File: config.mk
export PLATFORM = sky130hd
export DESIGN_NAME = co2_sensor_uart_poller_top
export DESIGN_NICKNAME = d
export VERILOG_FILES = /design/src/hdl/cspoll_pkg.sv /design/src/hdl/cspoll_front.sv /design/src/hdl/cspoll_queue.sv /design/src/hdl/cspoll_back.sv /design/src/hdl/co2_sensor_uart_poller_top.sv
export SDC_FILE = /design/constraint.sdc
export NUM_CORES = 1
export LEC_CHECK = 0
export ABC_CLOCK_PERIOD_IN_PS = 5200
export BUFFER_PORTS_ARGS = -buffer_cell sky130_fd_sc_hd__buf_2
export CORE_MARGIN = 3
export CORE_UTILIZATION = 25
export CTS_CLUSTER_DIAMETER = 80
export DETAILED_ROUTE_END_ITERATION = 8
export GPL_TIMING_DRIVEN = 0
export REMOVE_ABC_BUFFERS = 1
export SYNTH_ARGS = -nofsm -noshare
export SYNTH_HDL_FRONTEND = slang
export SYNTH_SLANG_ARGS = --single-unit
File: constraint.sdc
create_clock -name clk -period 5.2 [get_ports clk]
set_input_delay 0.78 -clock clk [delete_from_list [all_inputs] [get_ports clk]]
set_output_delay 0.78 -clock clk [all_outputs]
set_load 0.005 [all_outputs]
File: src/hdl/cspoll_pkg.sv
// ----------------------------------------------------------------------------
// cspoll_pkg : shared types, codes and frame tables for the sensor poller
// Command, phase and result codes, the queued job type and the transmit
// byte table used by the front and back halves.
// ----------------------------------------------------------------------------
package cspoll_pkg;

  // payload clip limit and queue depth defaults
  localparam int PAYLOAD_LIMIT_DEF = 15;
  localparam int QUEUE_DEPTH_DEF   = 4;

  // payload byte counter width, fixed by the largest clip limit
  localparam int COUNT_W = 4;

  // input modes
  localparam logic [1:0] MODE_BYTE = 2'd0;
  localparam logic [1:0] MODE_TICK = 2'd1;
  localparam logic [1:0] MODE_POLL = 2'd2;
  localparam logic [1:0] MODE_CAL  = 2'd3;

  // pending command codes, also used as frame codes in a job
  localparam logic [2:0] CMD_NONE      = 3'd0;
  localparam logic [2:0] CMD_SERIAL    = 3'd1;
  localparam logic [2:0] CMD_VERSION   = 3'd2;
  localparam logic [2:0] CMD_PPM       = 3'd3;
  localparam logic [2:0] CMD_STATUS    = 3'd4;
  localparam logic [2:0] CMD_ELEVATION = 3'd5;
  localparam logic [2:0] CMD_TARGET    = 3'd6;
  localparam logic [2:0] CMD_CALIBRATE = 3'd7;

  // receive phases
  localparam logic [2:0] PH_DISCARD = 3'd0;
  localparam logic [2:0] PH_MAGIC   = 3'd1;
  localparam logic [2:0] PH_ADDR    = 3'd2;
  localparam logic [2:0] PH_LEN     = 3'd3;
  localparam logic [2:0] PH_PAYLOAD = 3'd4;

  // result kinds
  localparam logic [3:0] KIND_TX          = 4'd0;
  localparam logic [3:0] KIND_CO2         = 4'd1;
  localparam logic [3:0] KIND_STATUS      = 4'd2;
  localparam logic [3:0] KIND_ELEVATION   = 4'd3;
  localparam logic [3:0] KIND_CAL_OK      = 4'd4;
  localparam logic [3:0] KIND_CAL_REJECT  = 4'd5;
  localparam logic [3:0] KIND_REPLY_TMO   = 4'd6;
  localparam logic [3:0] KIND_BAD_HEADER  = 4'd7;
  localparam logic [3:0] KIND_PAYLOAD_TMO = 4'd8;

  // configuration register indexes
  localparam logic [1:0] REG_REPLY_TMO   = 2'd0;
  localparam logic [1:0] REG_SLOW_TMO    = 2'd1;
  localparam logic [1:0] REG_PAYLOAD_TMO = 2'd2;

  // reset values of the configuration registers
  localparam logic [15:0] REPLY_TMO_RST   = 16'd1000;
  localparam logic [15:0] SLOW_TMO_RST    = 16'd5000;
  localparam logic [15:0] PAYLOAD_TMO_RST = 16'd50;

  // frame bytes
  localparam logic [7:0] HDR_MAGIC    = 8'hFF;
  localparam logic [7:0] HDR_ADDR     = 8'hFA;
  localparam logic [7:0] TX_HOST      = 8'hFE;
  localparam logic [7:0] TX_LEN_ONE   = 8'h01;
  localparam logic [7:0] TX_LEN_TWO   = 8'h02;
  localparam logic [7:0] TX_LEN_WRITE = 8'h04;
  localparam logic [7:0] OP_READ      = 8'h02;
  localparam logic [7:0] OP_UPDATE    = 8'h03;
  localparam logic [7:0] OP_STATUS    = 8'hB6;
  localparam logic [7:0] OP_CALIBRATE = 8'h9B;
  localparam logic [7:0] VAR_SERIAL   = 8'h01;
  localparam logic [7:0] VAR_VERSION  = 8'h0D;
  localparam logic [7:0] VAR_PPM      = 8'h03;
  localparam logic [7:0] VAR_ELEV     = 8'h0F;
  localparam logic [7:0] VAR_TARGET   = 8'h11;

  // rotation slots after serial and version
  localparam logic [2:0] ROT_STATUS = 3'd4;
  localparam logic [2:0] ROT_ELEV   = 3'd5;
  localparam logic [2:0] ROT_LAST   = 3'd5;

  // one queued unit of output work: a command frame or a single report
  typedef struct packed {
    logic [2:0]  frame;    // command code, CMD_NONE for a single report
    logic [3:0]  kind;
    logic [15:0] value;    // target for a target write frame
    logic        warning;
  } cspoll_job_t;

  function automatic logic [2:0] frame_len(input logic [2:0] frame);
    logic [2:0] n;
    begin
      case (frame)
        CMD_SERIAL, CMD_VERSION, CMD_PPM, CMD_ELEVATION: n = 3'd5;
        CMD_STATUS, CMD_CALIBRATE:                       n = 3'd4;
        CMD_TARGET:                                      n = 3'd7;
        default:                                         n = 3'd1;
      endcase
      return n;
    end
  endfunction

  function automatic logic [7:0] frame_byte(input logic [2:0] frame,
                                            input logic [2:0] idx,
                                            input logic [15:0] value);
    logic [7:0] b;
    begin
      b = 8'h00;
      if (idx == 3'd0) begin
        b = HDR_MAGIC;
      end else if (idx == 3'd1) begin
        b = TX_HOST;
      end else begin
        case (frame)
          CMD_STATUS: begin
            b = (idx == 3'd2) ? TX_LEN_ONE : OP_STATUS;
          end
          CMD_CALIBRATE: begin
            b = (idx == 3'd2) ? TX_LEN_ONE : OP_CALIBRATE;
          end
          CMD_TARGET: begin
            case (idx)
              3'd2:    b = TX_LEN_WRITE;
              3'd3:    b = OP_UPDATE;
              3'd4:    b = VAR_TARGET;
              3'd5:    b = value[15:8];
              default: b = value[7:0];
            endcase
          end
          CMD_SERIAL, CMD_VERSION, CMD_PPM, CMD_ELEVATION: begin
            case (idx)
              3'd2:    b = TX_LEN_TWO;
              3'd3:    b = OP_READ;
              default: begin
                case (frame)
                  CMD_SERIAL:  b = VAR_SERIAL;
                  CMD_VERSION: b = VAR_VERSION;
                  CMD_PPM:     b = VAR_PPM;
                  default:     b = VAR_ELEV;
                endcase
              end
            endcase
          end
          default: b = 8'h00;
        endcase
      end
      return b;
    end
  endfunction

endpackage

File: src/hdl/cspoll_front.sv
// ----------------------------------------------------------------------------
// cspoll_front : event decoder and protocol state
// Takes one event per cycle while accept is high, updates the command, receive and timer state
// and hands a job describing the resulting output to the queue.
// ----------------------------------------------------------------------------
module cspoll_front #(
  parameter int PAYLOAD_LIMIT = cspoll_pkg::PAYLOAD_LIMIT_DEF
) (
  input  logic                    clk,
  input  logic                    rst,
  input  logic                    accept,
  input  logic [1:0]              mode,
  input  logic [7:0]              rx_byte,
  input  logic [15:0]             cal_target,
  input  logic                    cfg_we,
  input  logic [1:0]              cfg_index,
  input  logic [15:0]             cfg_wdata,
  output logic                    push,
  output cspoll_pkg::cspoll_job_t job
);

  localparam logic [7:0] LIMIT8 = 8'(PAYLOAD_LIMIT);

  logic [15:0] reply_tmo, slow_tmo, payload_tmo;

  logic [2:0]  pending, pending_next;
  logic [15:0] age, age_next;
  logic [2:0]  phase, phase_next;
  logic        mismatch, mismatch_next;
  logic [7:0]  reply_len, reply_len_next;
  logic [cspoll_pkg::COUNT_W-1:0] count, count_next, want;
  logic [7:0]  first, first_next;
  logic [7:0]  second, second_next;
  logic [15:0] pay_wait, pay_wait_next;
  logic [7:0]  poll_idx, poll_idx_next;
  logic [2:0]  rot, rot_next;
  logic        warning, warning_next;

  logic [15:0] window, age_inc, wait_inc, start_value;
  logic        do_fail, do_finish, do_start;
  logic [3:0]  fail_kind;
  logic [7:0]  fin_f, fin_s, fin_len;
  logic [2:0]  start_cmd;

  always_ff @(posedge clk) begin
    if (rst) begin
      reply_tmo   <= cspoll_pkg::REPLY_TMO_RST;
      slow_tmo    <= cspoll_pkg::SLOW_TMO_RST;
      payload_tmo <= cspoll_pkg::PAYLOAD_TMO_RST;
    end else if (cfg_we) begin
      case (cfg_index)
        cspoll_pkg::REG_REPLY_TMO:   reply_tmo   <= cfg_wdata;
        cspoll_pkg::REG_SLOW_TMO:    slow_tmo    <= cfg_wdata;
        cspoll_pkg::REG_PAYLOAD_TMO: payload_tmo <= cfg_wdata;
        default: ;
      endcase
    end
  end

  always_comb begin
    pending_next   = pending;
    age_next       = age;
    phase_next     = phase;
    mismatch_next  = mismatch;
    reply_len_next = reply_len;
    count_next     = count;
    first_next     = first;
    second_next    = second;
    pay_wait_next  = pay_wait;
    poll_idx_next  = poll_idx;
    rot_next       = rot;
    warning_next   = warning;

    push        = 1'b0;
    job         = '0;
    do_fail     = 1'b0;
    fail_kind   = cspoll_pkg::KIND_TX;
    do_finish   = 1'b0;
    fin_f       = first;
    fin_s       = second;
    fin_len     = reply_len;
    do_start    = 1'b0;
    start_cmd   = cspoll_pkg::CMD_NONE;
    start_value = 16'd0;

    window = (pending == cspoll_pkg::CMD_TARGET || pending == cspoll_pkg::CMD_CALIBRATE)
             ? slow_tmo : reply_tmo;
    age_inc  = (age == 16'hFFFF) ? age : age + 16'd1;
    wait_inc = (pay_wait == 16'hFFFF) ? pay_wait : pay_wait + 16'd1;
    want     = (reply_len > LIMIT8) ? LIMIT8[cspoll_pkg::COUNT_W-1:0]
                                    : reply_len[cspoll_pkg::COUNT_W-1:0];

    if (accept) begin
      case (mode)
        cspoll_pkg::MODE_BYTE: begin
          case (phase)
            cspoll_pkg::PH_MAGIC: begin
              mismatch_next = (rx_byte != cspoll_pkg::HDR_MAGIC);
              phase_next    = cspoll_pkg::PH_ADDR;
            end
            cspoll_pkg::PH_ADDR: begin
              if (rx_byte != cspoll_pkg::HDR_ADDR) mismatch_next = 1'b1;
              phase_next = cspoll_pkg::PH_LEN;
            end
            cspoll_pkg::PH_LEN: begin
              reply_len_next = rx_byte;
              if (mismatch) begin
                do_fail   = 1'b1;
                fail_kind = cspoll_pkg::KIND_BAD_HEADER;
              end else begin
                warning_next  = 1'b0;
                first_next    = 8'd0;
                second_next   = 8'd0;
                count_next    = '0;
                pay_wait_next = 16'd0;
                if (rx_byte == 8'd0) begin
                  do_finish = 1'b1;
                  fin_f     = 8'd0;
                  fin_s     = 8'd0;
                  fin_len   = 8'd0;
                end else begin
                  phase_next = cspoll_pkg::PH_PAYLOAD;
                end
              end
            end
            cspoll_pkg::PH_PAYLOAD: begin
              if (count == '0) first_next = rx_byte;
              else if (count == cspoll_pkg::COUNT_W'(1)) second_next = rx_byte;
              count_next = count + cspoll_pkg::COUNT_W'(1);
              if (count_next >= want) begin
                do_finish = 1'b1;
                fin_f     = first_next;
                fin_s     = second_next;
              end
            end
            default: ;
          endcase
        end
        cspoll_pkg::MODE_TICK: begin
          if (phase == cspoll_pkg::PH_PAYLOAD) begin
            age_next      = age_inc;
            pay_wait_next = wait_inc;
            if (wait_inc > payload_tmo) begin
              do_fail   = 1'b1;
              fail_kind = cspoll_pkg::KIND_PAYLOAD_TMO;
            end
          end else if (pending != cspoll_pkg::CMD_NONE) begin
            age_next = age_inc;
            if (age_inc >= window) begin
              do_fail   = 1'b1;
              fail_kind = cspoll_pkg::KIND_REPLY_TMO;
            end
          end
        end
        cspoll_pkg::MODE_POLL: begin
          if (phase != cspoll_pkg::PH_PAYLOAD &&
              !(pending != cspoll_pkg::CMD_NONE && age < window)) begin
            do_start = 1'b1;
            if (poll_idx == 8'd0) start_cmd = cspoll_pkg::CMD_SERIAL;
            else if (poll_idx == 8'd1) start_cmd = cspoll_pkg::CMD_VERSION;
            else if (rot == cspoll_pkg::ROT_STATUS) start_cmd = cspoll_pkg::CMD_STATUS;
            else if (rot == cspoll_pkg::ROT_ELEV) start_cmd = cspoll_pkg::CMD_ELEVATION;
            else start_cmd = cspoll_pkg::CMD_PPM;
            // rot tracks (poll_idx - 2) mod 6 and freezes with the saturated index
            if (poll_idx >= 8'd2 && poll_idx != 8'hFF) begin
              rot_next = (rot == cspoll_pkg::ROT_LAST) ? 3'd0 : rot + 3'd1;
            end
            if (poll_idx != 8'hFF) poll_idx_next = poll_idx + 8'd1;
          end
        end
        default: begin
          do_start    = 1'b1;
          start_cmd   = cspoll_pkg::CMD_TARGET;
          start_value = cal_target;
        end
      endcase

      if (do_finish) begin
        case (pending)
          cspoll_pkg::CMD_PPM: begin
            push       = 1'b1;
            job.kind   = cspoll_pkg::KIND_CO2;
            job.value  = {fin_f, fin_s};
          end
          cspoll_pkg::CMD_STATUS: begin
            push       = 1'b1;
            job.kind   = cspoll_pkg::KIND_STATUS;
            job.value  = {8'd0, fin_f};
          end
          cspoll_pkg::CMD_ELEVATION: begin
            push       = 1'b1;
            job.kind   = cspoll_pkg::KIND_ELEVATION;
            job.value  = {fin_f, fin_s};
          end
          cspoll_pkg::CMD_CALIBRATE: begin
            push = 1'b1;
            if (fin_len == 8'd0) begin
              job.kind = cspoll_pkg::KIND_CAL_OK;
            end else begin
              job.kind  = cspoll_pkg::KIND_CAL_REJECT;
              job.value = {8'd0, fin_f};
            end
          end
          cspoll_pkg::CMD_TARGET: begin
            // write acknowledged: chain straight into the calibrate command
            do_start  = 1'b1;
            start_cmd = cspoll_pkg::CMD_CALIBRATE;
          end
          default: ;
        endcase
        if (pending != cspoll_pkg::CMD_TARGET) begin
          pending_next = cspoll_pkg::CMD_NONE;
          age_next     = 16'd0;
          phase_next   = cspoll_pkg::PH_DISCARD;
        end
      end

      if (do_fail) begin
        push         = 1'b1;
        job.kind     = fail_kind;
        warning_next = 1'b1;
        pending_next = cspoll_pkg::CMD_NONE;
        age_next     = 16'd0;
        phase_next   = cspoll_pkg::PH_DISCARD;
      end

      if (do_start) begin
        pending_next   = start_cmd;
        age_next       = 16'd0;
        phase_next     = cspoll_pkg::PH_MAGIC;
        mismatch_next  = 1'b0;
        reply_len_next = 8'd0;
        count_next     = '0;
        first_next     = 8'd0;
        second_next    = 8'd0;
        pay_wait_next  = 16'd0;
        push           = 1'b1;
        job.frame      = start_cmd;
        job.kind       = cspoll_pkg::KIND_TX;
        job.value      = start_value;
      end
    end

    job.warning = warning_next;
  end

  always_ff @(posedge clk) begin
    if (rst) begin
      pending   <= cspoll_pkg::CMD_NONE;
      age       <= 16'd0;
      phase     <= cspoll_pkg::PH_DISCARD;
      mismatch  <= 1'b0;
      reply_len <= 8'd0;
      count     <= '0;
      first     <= 8'd0;
      second    <= 8'd0;
      pay_wait  <= 16'd0;
      poll_idx  <= 8'd0;
      rot       <= 3'd0;
      warning   <= 1'b0;
    end else begin
      pending   <= pending_next;
      age       <= age_next;
      phase     <= phase_next;
      mismatch  <= mismatch_next;
      reply_len <= reply_len_next;
      count     <= count_next;
      first     <= first_next;
      second    <= second_next;
      pay_wait  <= pay_wait_next;
      poll_idx  <= poll_idx_next;
      rot       <= rot_next;
      warning   <= warning_next;
    end
  end

  a_phase_has_cmd: assert property (@(posedge clk) disable iff (rst)
    (phase != cspoll_pkg::PH_DISCARD) |-> (pending != cspoll_pkg::CMD_NONE))
    else $error("receive phase active with no command pending");

  a_rot_range: assert property (@(posedge clk) disable iff (rst)
    rot <= cspoll_pkg::ROT_LAST)
    else $error("poll rotation slot out of range");

endmodule

File: src/hdl/cspoll_queue.sv
// ----------------------------------------------------------------------------
// cspoll_queue : job queue between front and back
// Small register fifo so the decoder and the output sequencer stall apart.
// ----------------------------------------------------------------------------
module cspoll_queue #(
  parameter int DEPTH = cspoll_pkg::QUEUE_DEPTH_DEF
) (
  input  logic                    clk,
  input  logic                    rst,
  input  logic                    push,
  input  cspoll_pkg::cspoll_job_t push_job,
  output logic                    full,
  input  logic                    pop,
  output cspoll_pkg::cspoll_job_t head,
  output logic                    empty
);

  localparam int PTR_W = (DEPTH > 1) ? $clog2(DEPTH) : 1;
  localparam int CNT_W = $clog2(DEPTH + 1);

  cspoll_pkg::cspoll_job_t slots [DEPTH];
  logic [PTR_W-1:0] wr_ptr, rd_ptr;
  logic [CNT_W-1:0] fill;

  assign full  = (fill == CNT_W'(DEPTH));
  assign empty = (fill == '0);
  assign head  = slots[rd_ptr];

  always_ff @(posedge clk) begin
    if (push) slots[wr_ptr] <= push_job;
  end

  always_ff @(posedge clk) begin
    if (rst) begin
      wr_ptr <= '0;
      rd_ptr <= '0;
      fill   <= '0;
    end else begin
      if (push) wr_ptr <= (wr_ptr == PTR_W'(DEPTH - 1)) ? '0 : wr_ptr + PTR_W'(1);
      if (pop)  rd_ptr <= (rd_ptr == PTR_W'(DEPTH - 1)) ? '0 : rd_ptr + PTR_W'(1);
      case ({push, pop})
        2'b10:   fill <= fill + CNT_W'(1);
        2'b01:   fill <= fill - CNT_W'(1);
        default: ;
      endcase
    end
  end

  a_no_overflow: assert property (@(posedge clk) disable iff (rst)
    !(push && full && !pop))
    else $error("job pushed into a full queue");

endmodule

File: src/hdl/cspoll_back.sv
// ----------------------------------------------------------------------------
// cspoll_back : output sequencer
// Expands each queued job into its result transactions, one per cycle
// while m_tready does not stall it, into a registered output stage.
// ----------------------------------------------------------------------------
module cspoll_back (
  input  logic                    clk,
  input  logic                    rst,
  input  cspoll_pkg::cspoll_job_t head,
  input  logic                    empty,
  output logic                    pop,
  output logic                    m_tvalid,
  input  logic                    m_tready,
  output logic [31:0]             m_tdata,
  output logic [3:0]              m_tuser,
  output logic                    m_tlast
);

  logic [2:0] idx;
  logic [2:0] len;
  logic       load, is_last;
  logic [7:0] tx;

  assign len     = cspoll_pkg::frame_len(head.frame);
  assign is_last = (idx == len - 3'd1);
  assign load    = !empty && (!m_tvalid || m_tready);
  assign pop     = load && is_last;
  assign tx      = cspoll_pkg::frame_byte(head.frame, idx, head.value);

  always_ff @(posedge clk) begin
    if (rst) begin
      m_tvalid <= 1'b0;
      idx      <= 3'd0;
    end else begin
      if (load) begin
        m_tvalid <= 1'b1;
        idx      <= is_last ? 3'd0 : idx + 3'd1;
      end else if (m_tready) begin
        m_tvalid <= 1'b0;
      end
    end
  end

  always_ff @(posedge clk) begin
    if (load) begin
      m_tlast <= is_last;
      if (head.frame == cspoll_pkg::CMD_NONE) begin
        m_tuser <= head.kind;
        m_tdata <= {7'd0, head.warning, head.value, 8'd0};
      end else begin
        m_tuser <= cspoll_pkg::KIND_TX;
        m_tdata <= {7'd0, head.warning, 16'd0, tx};
      end
    end
  end

  a_mid_frame: assert property (@(posedge clk) disable iff (rst)
    (idx != 3'd0) |-> (m_tvalid && !m_tlast && !empty))
    else $error("frame position set without a frame in progress");

  a_idx_range: assert property (@(posedge clk) disable iff (rst)
    !empty |-> (idx < len))
    else $error("frame position past frame length");

  a_report_last: assert property (@(posedge clk) disable iff (rst)
    (m_tvalid && m_tuser != cspoll_pkg::KIND_TX) |-> m_tlast)
    else $error("report not marked as last of its event");

endmodule

File: src/hdl/co2_sensor_uart_poller_top.sv
// ----------------------------------------------------------------------------
// co2_sensor_uart_poller_top : host side poller for a serial gas sensor
// Sends query and calibration frames, deframes and checks replies and
// reports readings, calibration outcome and timeouts.
//
//   channel   dir  payload
//   s_axis    in   tuser: mode[1:0]; tdata: rx_byte[7:0], cal_target[23:8]
//   m_axis    out  tuser: kind[3:0]; tdata: tx_byte[7:0], value[23:8],
//                  warning[24]; tlast: last result of the event
//   cfg       in   cfg_index 0 reply, 1 slow, 2 payload timeout (ms)
//
// an event is decoded in the cycle it is accepted; s_tready drops only
// while the job queue is full.
// each event yields 0 to 7 results, sent by the output sequencer one per
// cycle while m_tready is high.
// results pass through the job queue and then the registered output stage.
// stalls on m_tready fill the job queue and then back-pressure s_axis.
// rst is synchronous; configuration returns to 1000/5000/50 ms.
// ----------------------------------------------------------------------------
module co2_sensor_uart_poller_top #(
  parameter int PAYLOAD_LIMIT = cspoll_pkg::PAYLOAD_LIMIT_DEF,
  parameter int QUEUE_DEPTH   = cspoll_pkg::QUEUE_DEPTH_DEF
) (
  input  logic        clk,
  input  logic        rst,
  input  logic        s_tvalid,
  output logic        s_tready,
  input  logic [23:0] s_tdata,   // rx_byte[7:0], cal_target[23:8]
  input  logic [1:0]  s_tuser,   // mode[1:0]
  output logic        m_tvalid,
  input  logic        m_tready,
  output logic [31:0] m_tdata,   // tx_byte[7:0], value[23:8], warning[24]
  output logic [3:0]  m_tuser,   // kind[3:0]
  output logic        m_tlast,
  input  logic        cfg_we,
  input  logic [1:0]  cfg_index,
  input  logic [15:0] cfg_wdata
);

  cspoll_pkg::cspoll_job_t push_job, head;
  logic push, full, pop, empty, accept;

  assign s_tready = !full;
  assign accept   = s_tvalid && s_tready;

  cspoll_front #(
    .PAYLOAD_LIMIT (PAYLOAD_LIMIT)
  ) u_front (
    .clk        (clk),
    .rst        (rst),
    .accept     (accept),
    .mode       (s_tuser),
    .rx_byte    (s_tdata[7:0]),
    .cal_target (s_tdata[23:8]),
    .cfg_we     (cfg_we),
    .cfg_index  (cfg_index),
    .cfg_wdata  (cfg_wdata),
    .push       (push),
    .job        (push_job)
  );

  cspoll_queue #(
    .DEPTH (QUEUE_DEPTH)
  ) u_queue (
    .clk      (clk),
    .rst      (rst),
    .push     (push),
    .push_job (push_job),
    .full     (full),
    .pop      (pop),
    .head     (head),
    .empty    (empty)
  );

  cspoll_back u_back (
    .clk      (clk),
    .rst      (rst),
    .head     (head),
    .empty    (empty),
    .pop      (pop),
    .m_tvalid (m_tvalid),
    .m_tready (m_tready),
    .m_tdata  (m_tdata),
    .m_tuser  (m_tuser),
    .m_tlast  (m_tlast)
  );

endmodule

After elaboration in Yosys (flattened, before gate mapping). Memory sizes are Yosys's and may differ from the RTL's. A register that Yosys moved wholly into a read port is not among the register bits. Index checks and enable logic that the tools add are counted.

Register bits: 175. Bits in writable memories: 96. Input port bits: 49. Output and inout bits: 39. Word-level logic and storage cells: 273. Memories: 1.

Memories: u_queue.slots (depth 4, width 24, rd ports 1, clocked after Yosys merged registers in 1, wr ports 1, line cspoll_queue.sv:21) `cspoll_pkg::cspoll_job_t slots [DEPTH];`.

$add $sub $neg: 11. Order comparisons: 6. Equality and inequality tests: 47. Muxes and demuxes: 136. Reductions and logical operators: 47.

Operator list (count): two-way mux 16 bit (15); two-way mux 8 bit (30); case mux 20 bit (4 select lines) (1); two-way mux 3 bit (22); case mux 8 bit (2 select lines) (4); case mux 8 bit (4 select lines) (2); two-way mux 23 bit (2); equality test 3 bit, second input constant (14); two-way mux 4 bit (9); two-way mux 1 bit (34); adder 16 x 1 -> 16 bit, second input constant (2); equality test 16 bit, second input constant (2); case mux 16 bit (2 select lines) (1); logical NOT 8 bit (3); inequality test 8 bit, second input constant (3); equality test 3 x 2 -> 1 bit, second input constant (7); two-way mux 20 bit (1); case mux 3 bit (3 select lines) (2); nonzero test 3 bit (6); greater-or-equal comparator 16 bit (1); greater-than comparator 16 bit (1); less-than comparator 16 bit (1); case mux 4 bit (2 select lines) (2); AND reduction 4 bit (4); 34 further kinds (78).

Logic depth before layout (Yosys ltp). Gate-level depths: netlist of run 1.

Depth after elaboration: 16. Mapped depth: 22.

Modules after synthesis. From an unflattened synthesis of run 1, not the netlist that was laid out.

Cells, all modules: 1372. Area, all modules: 14027.2 um2.

By module, submodules not included: cspoll_front (times used 1, cells each 1034, area each 8201.6 um2); cspoll_queue (times used 1, cells each 174, area each 3951.3 um2); cspoll_back (times used 1, cells each 162, area each 1864.3 um2); co2_sensor_uart_poller_top (times used 1, cells each 2, area each 10.0 um2).

Least setup slack after synthesis of run 1. OpenSTA, ideal clock, no wires.

Path kind: reg2reg. From: register u_front.age[5]. To: register u_queue.fill[2]. Arrival time: 4.544 ns. Data required time: 5.130 ns. Slack: 0.585 ns. Cell stages (with the launch flop): 21. Path buffers: 1. Path through: dfxtp_1 > clkbuf_1 > nand4_1 > nor3_1 > nand3_1 > nand2_1 > nor2_1 > xor2_1 > ha_1 > a211oi_1 > a2111oi_0 > a2111oi_0 > o21a_1 > a31oi_1 > inv_1 > ha_1 > inv_1 > fa_1 > xor2_1 > or3_1 > a21oi_1.

Word-level cells in the longest chain between the ends: 13. Elaborated cells on any way between the ends: 25.

Ends and longest elaborated chain: start, declared (line cspoll_front.sv:27) `logic [15:0] age, age_next;`; start signal, assigned (line cspoll_front.sv:263) `age <= age_next;`; adder 16 x 1 -> 16 bit, or another cell as far along (line cspoll_front.sv:88) `age_inc = (age == 16'hFFFF) ? age : age + 16'd1;`; two-way mux 16 bit / logical AND 1 bit (equally long branches) (line cspoll_front.sv:88, cspoll_front.sv:157); greater-or-equal comparator 16 bit / logical NOT 1 bit (equally long branches) (line cspoll_front.sv:149, cspoll_front.sv:157); two-way mux 1 bit / logical AND 1 bit (equally long branches) (line cspoll_front.sv:149, cspoll_front.sv:156); two-way mux 1 bit, on equally long branches (line cspoll_front.sv:147, cspoll_front.sv:156); two-way mux 1 bit / case mux 1 bit (2 select lines) (equally long branches) (line cspoll_front.sv:140, cspoll_front.sv:94); case mux 1 bit (2 select lines) / two-way mux 1 bit (equally long branches) (line cspoll_front.sv:94, cspoll_front.sv:179); two-way mux 1 bit, on equally long branches (line cspoll_front.sv:93, cspoll_front.sv:178); two-way mux 1 bit, on equally long branches (line cspoll_front.sv:218, cspoll_front.sv:93); two-way mux 1 bit (*) (line cspoll_front.sv:227) `if (do_start) begin`; two-way mux 1 bit (*) (line cspoll_front.sv:93) `if (accept) begin`; equality test 2 x 1 -> 1 bit / equality test 2 bit (equally long branches) (line cspoll_queue.sv:41) `case ({push, pop})`; case mux 3 bit (2 select lines) / nonzero test 2 bit (equally long branches); end signal, assigned (line cspoll_queue.sv:42) `2'b10: fill <= fill + CNT_W'(1);`; end signal, assigned (line cspoll_queue.sv:43) `2'b01: fill <= fill - CNT_W'(1);`; end, declared (line cspoll_queue.sv:23) `logic [CNT_W-1:0] fill;`.

Mark *: on every way between the ends. The rest lies on a longest branch, timed or not. The select of a mux whose other input is x is not followed. A chain may end at the register's enable or synchronous reset.

Worst setup path in the final report of run 1.
From: register u_front.age[0]. To: register u_queue.fill[2].

Same word-level chain as after synthesis.

==> impl_metrics.sql, run 1 <==
INSERT INTO impl_metrics (metric_group, metric, value, unit) VALUES
('timing', 'layout_worst_path_cycle_share', '94.69', '%'),
('floorplan', 'die_h', '243.5', 'um'),
('worst_hold_path', 'hold_path_startpoint', 'u_front.reply_len[7]', ''),
('setup_path', 'max_stage_delay', '470', 'ps'),
('finish', 'final_util', '29.72', '%'),
('floorplan', 'rows', '86', ''),
('worst_hold_path', 'worst_hold_path.endpoint', 'u_front.reply_len[7]', ''),
('power_and_ir_drop', 'sw_frac_of_total', '23.97', '%'),
('global_routing', 'grt_start_max_net_pins', '86', ''),
('setup_path', 'start_kind', 'flop', ''),
('detailed_routing', 'wl_met1', '16.79', 'mm'),
('synthesis', 'syn-cell-area', '14100', 'um2'),
('timing', 'final.setup.tns', '0', 'ps'),
('status', 'run_status', 'finished, final reports clean', ''),
('finish', 'finish.net_count', '1595', ''),
('detailed_routing', 'detail_route.iter0.violations', '869', ''),
('detailed_routing', 'drt-wirelength-per-cell', '16.42', 'um'),
('clock_tree', 'clk_path_buf_depth', '3', ''),
('placed_design', 'port_buffers', '80', ''),
('power_and_ir_drop', 'worst_ir_drop_vdd', '180.4', 'uV'),
('synthesis', 'number_of_flip_flops_and_latches_in_the_synthesized_netlist', '266', ''),
('setup_path', 'cp_max_fo', '7', ''),
('setup_path', 'worst-path-buf-inv', '2', ''),
('finish', 'finalInstanceArea', '16470', 'um2'),
('finish', 'most_frequent_standard_cell_in_the_layout_excluding_fill_and_tap_cells', 'sky130_fd_sc_hd__nand2_1', ''),
('timing', 'period_minus_slack', '4924', 'ps'),
('synthesis', 'synth_async_sr_flop_share', '0', '%'),
('floorplan', 'floorplan.initialDensity', '25.44', '%'),
('timing', 'finalSetupViolations', '0', ''),
('timing', 'hold_violation_total_from_the_final_report', '0', ''),
('detailed_routing', 'detail_route.drc_violations', '0', ''),
('timing', 'max_slew_margin', '15.52', '%'),
('setup_path', 'crit_path_frequent_cell', 'sky130_fd_sc_hd__ha_1', ''),
('power_and_ir_drop', 'total_power_consumption_of_the_routed_design', '5.174', 'mW'),
('synthesis', 'synthesis.area_per_instance', '9.895', 'um2'),
('global_routing', 'grt_pass1_vias', '10827', ''),
('detailed_routing', 'viasPerCell', '4.952', ''),
('placed_design', 'postPlaceCellArea', '15230', 'um2'),
('setup_path', 'crit_path_cell_trace', 'ha_1 -> nand4_1 -> nor3_4 -> and3_1 -> nor2_1 -> nand2_1 -> xnor2_1 -> ha_1 -> a211oi_4 -> o211ai_1 -> a2111oi_4 -> o21a_2 -> a31oi_1 -> inv_1 -> ha_1 -> inv_1 -> fa_1 -> xor2_1 -> or3_1 -> a21oi_1', ''),
('clock_tree', 'cts_made_buffers', '30', ''),
('synthesis', 'synth_cells', '1425', ''),
('timing', 'final_max_slew_viol_count', '0', ''),
('power_and_ir_drop', 'leakagePower', '5.880', 'nW'),
('setup_path', 'critical_path.reg2reg.startpoint', 'u_front.age[0]', ''),
('finish', 'area.growth.synth_to_final', '16.82', '%'),
('clock_tree', 'worstSkewPairLatency', '580', 'ps'),
('setup_path', 'r2r-end', 'u_queue.fill[2]', ''),
('power_and_ir_drop', 'clockPowerShare', '45.8', '%'),
('timing', 'finalClockSkew', '23.30', 'ps'),
('worst_hold_path', 'min_path_type', 'flop to flop', ''),
('detailed_routing', 'dr.pass1.iters', '6', ''),
('placed_design', 'pre_cts_setup_slack', '-858.8', 'ps'),
('detailed_routing', 'top_layer', 'met4', ''),
('timing', 'finalWorstSetupSlack', '275.9', 'ps'),
('power_and_ir_drop', 'internal_power', '3.934', 'mW'),
('synthesis', 'proportion_of_synthesized_chip_area_in_sequential_cells', '46.71', '%'),
('detailed_routing', 'finalWirelength', '36.90', 'mm'),
('synthesis', 'yosys_warnings', '0', ''),
('synthesis', 'synth_flop_cell', 'sky130_fd_sc_hd__dfxtp_1', ''),
('synthesis', 'unique_masters_post_synth', '95', ''),
('setup_path', 'crit_family', 'compound AO/OA/AOI/OAI gates', ''),
('synthesis', 'synth_enable_flop_cells', '126', ''),
('power_and_ir_drop', 'power.sequential.fraction', '44.8', '%'),
('synthesis', 'synth_top_area_cell', 'sky130_fd_sc_hd__edfxtp_1', ''),
('worst_hold_path', 'hold_path_cells', '2', ''),
('timing', 'worst_pin_slew', '1265', 'ps'),
('detailed_routing', 'met2_wirelength', '17.73', 'mm'),
('finish', 'layout_common_cells', 'sky130_fd_sc_hd__nand2_1, sky130_fd_sc_hd__dfxtp_1, sky130_fd_sc_hd__a21oi_1', ''),
('setup_path', 'critical_path_required', '5710', 'ps'),
('setup_path', 'r2r.worst_path.cells', '20', ''),
('power_and_ir_drop', 'power.share.combinational', '9.4', '%');
## worst max path at each step
stage / end / depth (start not counted) / startpoint / slack (ps)
CTS: u_queue.fill[2] / 20 / u_front.age[0] / -0.0004
global route: u_queue.fill[2] / 20 / u_front.age[0] / -8
global placement: u_queue.fill[2] / 16 / u_front.reply_len[4] / -940
finish: u_queue.fill[2] / 20 / u_front.age[0] / 280
floorplan: u_queue.fill[2] / 16 / u_front.reply_len[4] / 260
detailed placement: u_queue.fill[2] / 20 / u_front.age[0] / -860
## power groups by stage
stage	sequential, mW	combinational (mW)	clock (mW)
floorplan	2.36	0.289	0
global route	2.33	0.545	2.51
finish	2.32	0.488	2.37
global placement	2.37	0.460	0
CTS	2.32	0.487	2.42
detailed placement	2.37	0.483	0
## layout make-up
type                       count  area [um2]
antenna                        1       2.502
clock buffer                  38       830.8
clock inverter                18       294.0
fill                        5721       38940
inverter                      47       176.4
multi-input combinational   1041        7138
sequential                   266        6588
tap                          748       935.9
timing repair buffer          88       506.7
## cell usage after synthesis (all sizes together), types with 6 or more instances
library cell and n:
o22ai 11, and2 35, a22o 27, a211oi 7
nor4 15, mux2i 21, and3 6, buf 26
xnor2 20, nand2 192, a21o 6, o31ai 11
a21oi 128, nand3 69, nor2 104, edfxtp 126
xor2 12, mux4 24, nand2b 8, nor2b 12
nor3 23, or3 10, mux2 12, and4 6
o21a 10, dfxtp 140, clkbuf 51, o21ai 38
or4 7, ha 71, nand4 26, o211ai 24
a31oi 22, inv 45, a311oi 8
## tightest hold or removal path: stages, from the launching register on
cell and delay (ps):
sky130_fd_sc_hd__dfxtp_1 300, sky130_fd_sc_hd__nand2_1 50, sky130_fd_sc_hd__a21oi_1 50
## registers in the layout (all words and copies together) (netlist names), 4 cells and up, named ones only
| name | flops |
|---|---|
| u_front.slow_tmo | 16 |
| u_back.m_tuser | 4 |
| u_front.reply_tmo | 16 |
| u_front.age | 16 |
| u_front.payload_tmo | 16 |
| u_queue.slots | 96 |
| u_front.first | 8 |
| u_front.count | 4 |
| u_front.poll_idx | 8 |
| u_back.m_tdata | 25 |
| u_front.reply_len | 8 |
| u_front.second | 8 |
| u_front.pay_wait | 16 |
## routing by layer
metal	track usage, %	up-vias
met5	0	-
met4	2.548	0
met3	1.937	44
met2	20.42	291
met1	16.42	5419
li1	-	5374
## timing repair
action / CTS / global route
gates resized for setup: 10 / 13
pin swaps: 2 / 2
gates cloned: 0 / 0
setup buffers: 1 / 2
endpoints found under the setup margin: 99 / 98
hold buffers: 0 / 0
## cell families after synthesis
group	synth area share, %
other	0.02660
AO/OA/AOI/OAI	16.37
XOR/XNOR	1.988
adder cells (fa/ha/maj)	6.442
multiplexers	6.309
AND/OR/NAND/NOR	18.51
flip-flops	46.71
buffers and inverters	3.638
Power figures use the tool's default switching activity.
==> inputs of run 2 (changes only) <==
--- a/config.mk
+++ b/config.mk
@@ -13,6 +13,7 @@
 export DETAILED_ROUTE_END_ITERATION = 8
 export GPL_TIMING_DRIVEN = 0
 export REMOVE_ABC_BUFFERS = 1
+export SETUP_SLACK_MARGIN = 0.4
 export SYNTH_ARGS = -nofsm -noshare
 export SYNTH_HDL_FRONTEND = slang
 export SYNTH_SLANG_ARGS = --single-unit
==> impl_metrics.sql, run 2 (synthesized netlist as in run 1, its figures left out) <==
INSERT INTO impl_metrics (metric_group, metric, value, unit) VALUES
('status', 'run_status', 'finished, final reports clean', ''),
('timing', 'final_max_slew_viol_count', '0', ''),
('setup_path', 'critical-path-slowest-cell', 'sky130_fd_sc_hd__a2111oi_4', ''),
('detailed_routing', 'drt-wirelength-per-cell', '16.44', 'um'),
('detailed_routing', 'detail_route.iter0.violations', '855', ''),
('placed_design', 'port_buffers', '80', ''),
('clock_tree', 'clk_path_buf_depth', '3', ''),
('setup_path', 'crit_path_cell_trace', 'ha_2 -> nand4_1 -> nor3_4 -> and3_4 -> or3_1 -> nand2_1 -> ha_1 -> a211oi_1 -> o211ai_1 -> a2111oi_4 -> o21a_2 -> a31oi_2 -> inv_1 -> ha_2 -> inv_1 -> fa_1 -> xor2_1 -> or3_1 -> a21oi_1', ''),
('clock_tree', 'cts_htree_levels', '1', ''),
('setup_path', 'critPathArrivalTime', '5180', 'ps'),
('timing', 'period_minus_slack', '4670', 'ps'),
('clock_tree', 'clkTransAtPathRegs', '60', 'ps'),
('placed_design', 'pre_cts_setup_slack', '-858.8', 'ps'),
('placed_design', 'placed_instance_count', '2187', ''),
('floorplan', 'rows', '86', ''),
('finish', 'final_cell_count_no_fill', '2260', ''),
('setup_path', 'max_stage_delay', '410', 'ps'),
('setup_path', 'start_kind', 'flop', ''),
('setup_path', 'cp_max_fo', '5', ''),
('timing', 'layout_worst_path_cycle_share', '89.80', '%'),
('setup_path', 'setup.worst_path.class', 'flop to flop', ''),
('global_routing', 'antenna_violations_before_repair', '2', ''),
('placed_design', 'dp_hpwl', '25.98', 'mm'),
('finish', 'most_frequent_standard_cell_in_the_layout_excluding_fill_and_tap_cells', 'sky130_fd_sc_hd__nand2_1', ''),
('detailed_routing', 'dr.pass1.iters', '6', ''),
('finish', 'multi_input_comb_area', '7238', 'um2'),
('clock_tree', 'cts_num_sinks', '266', ''),
('setup_path', 'critical_path_required', '5710', 'ps'),
('global_routing', 'wire_length_of_the_first_global_routing_pass', '59.13', 'mm'),
('timing', 'final.setup.tns', '0', 'ps'),
('finish', 'area.growth.synth_to_final', '18.32', '%'),
('floorplan', 'core', '55420', 'um2'),
('clock_tree', 'cts_hold_repair.buffers', '0', ''),
('clock_tree', 'cts_made_buffers', '30', ''),
('placed_design', 'place_congestion', '0.8788', ''),
('finish', 'largestRegisters', 'u_queue.slots (96), u_back.m_tdata (25)', ''),
('detailed_routing', 'postRouteAntennaNets', '0', ''),
('finish', 'filler_cell_count', '5696', ''),
('timing', 'max_slew_margin', '13.63', '%'),
('power_and_ir_drop', 'power_switching', '1.242', 'mW'),
('power_and_ir_drop', 'power.share.combinational', '9.5', '%'),
('floorplan', 'die_h', '243.5', 'um'),
('timing', 'finalWorstSetupSlack', '530.2', 'ps'),
('power_and_ir_drop', 'clockPowerShare', '45.7', '%'),
('timing', 'grt_setup_unrepaired', 'no', ''),
('timing', 'hold_violation_total_from_the_final_report', '0', ''),
('detailed_routing', 'viasPerCell', '4.941', ''),
('floorplan', 'ioPinCount', '88', ''),
('power_and_ir_drop', 'internal_power', '3.937', 'mW'),
('detailed_routing', 'finalWirelength', '37.16', 'mm'),
('timing', 'worst_pin_slew', '1293', 'ps'),
('finish', 'drive_gt1_share', '17.28', '%'),
('timing', 'finalSetupViolations', '0', ''),
('detailed_routing', 'dr_total_vias', '11166', ''),
('clock_tree', 'cts.root.buffer_cell', 'sky130_fd_sc_hd__clkbuf_16', ''),
('run', 'drv_cap', '0', ''),
('power_and_ir_drop', 'leakagePower', '5.929', 'nW'),
('finish', 'largest_register_ff_count', '96', ''),
('global_routing', 'track_usage', '12.16', '%'),
('floorplan', 'floorplan.initialDensity', '25.44', '%'),
('finish', 'largest_register_by_flop_count', 'u_queue.slots', ''),
('floorplan', 'die_x', '243.5', 'um'),
('setup_path', 'worstSetupEndpointType', 'flop', ''),
('global_routing', 'grt_pass1_vias', '10851', ''),
('worst_hold_path', 'min_path_type', 'flop to flop', ''),
('timing', 'finalHoldWorstSlack', '445.5', 'ps'),
('global_routing', 'grt_start_max_net_pins', '86', ''),
('clock_tree', 'cts_tree', 'built', ''),
('power_and_ir_drop', 'power.sequential.fraction', '44.8', '%'),
('global_routing', 'grt-ovfl-total', '0', ''),
('clock_tree', 'worstSkewPairLatency', '580', 'ps'),
('finish', 'finish.net_count', '1607', ''),
('power_and_ir_drop', 'sw_frac_of_total', '23.98', '%'),
('floorplan', 'die_area', '59280', 'um2'),
('detailed_routing', 'detail_route.drc_violations', '0', ''),
('finish', 'area.sequential', '6605', 'um2'),
('timing', 'finalClockSkew', '20.84', 'ps'),
('timing', 'fmaxAchievable', '0.2141', 'GHz'),
('power_and_ir_drop', 'worst_ir_drop_vdd', '178.8', 'uV'),
('finish', 'layout_common_cells', 'sky130_fd_sc_hd__nand2_1, sky130_fd_sc_hd__a21oi_1, sky130_fd_sc_hd__edfxtp_1', ''),
('power_and_ir_drop', 'power_density', '310.4', 'nW/um2');
==> run 2: cell types whose count changed in the layout (fill, tap and decap cells not counted), moves of 2 or more <==
cell	previous run	this run
sky130_fd_sc_hd__dfxtp_1	139	125
sky130_fd_sc_hd__dfxtp_2	1	15
sky130_fd_sc_hd__buf_4	5	17
sky130_fd_sc_hd__and3_1	6	4
sky130_fd_sc_hd__and3_4	0	2
sky130_fd_sc_hd__ha_1	70	68
sky130_fd_sc_hd__mux2i_1	21	19
sky130_fd_sc_hd__mux2i_2	0	2
==> run 2: layer usage <==
layer	track usage [%]	share of wire, %
met5	0	0
met4	2.636	1.7
met3	1.948	5.4
met2	20.45	48
met1	16.47	45
==> run 2: cell type report <==
type / instances / area share (%)
inverters: 47 / 1.058
clock inverters: 18 / 1.763
clock buffers: 38 / 4.980
repair buffers: 100 / 3.578
diodes: 2 / 0.03000
flip-flops and latches: 266 / 39.59
well taps: 748 / 5.610
multi-input cells: 1041 / 43.39
==> run 2: final timing paths <==
path / start / endpoint / slack [ps] / depth (start not counted)
min reg2reg: u_front.reply_len[7] / u_front.reply_len[7] / 450 / 2
max reg2reg: u_front.age[0] / u_queue.fill[2] / 530 / 19
max: u_front.age[0] / u_queue.fill[2] / 530 / 19
min: u_front.reply_len[7] / u_front.reply_len[7] / 450 / 2
==> run 2: worst max-delay path, delay by kind of cell, from the launching register on <==
kind | cells | cell delay [ps]
AOI/OAI and AO/OA | 6 | 1430
buffers and inverters | 2 | 210
DFF | 1 | 390
xor gates and xnor gates | 1 | 160
adders and majority gates | 4 | 1130
and+or+nand+nor | 6 | 1300
==> run 2: timing repair <==
item,4_1_cts,5_1_grt
resized for setup,21,37
hold endpoints to repair,0,0
setup endpoints to repair,115,99
pin swaps,5,13
setup buffers,5,10
==> run 2: power by group through the flow <==
stage                     logic (mW)  registers [mW]  clock network, mW
final                          0.491            2.32               2.37
after global routing           0.548            2.33               2.51
after detailed placement       0.483            2.37                  0
after CTS                      0.488            2.32               2.42
after global placement         0.460            2.37                  0
after floorplan                0.289            2.36                  0
==> run 2: per-stage QoR <==
step | cell area (um2) | total power, mW | utilization, %
5_1_grt | 16680 | 5.389 | 30.09
3_5_place_dp | 15230 | 2.848 | 27.49
3_3_place_gp | 15120 | 2.826 | 27.29
4_1_cts | 16470 | 5.227 | 29.72
2_1_floorplan | 13790 | 2.652 | -
6_report | 16680 | 5.179 | 30.10
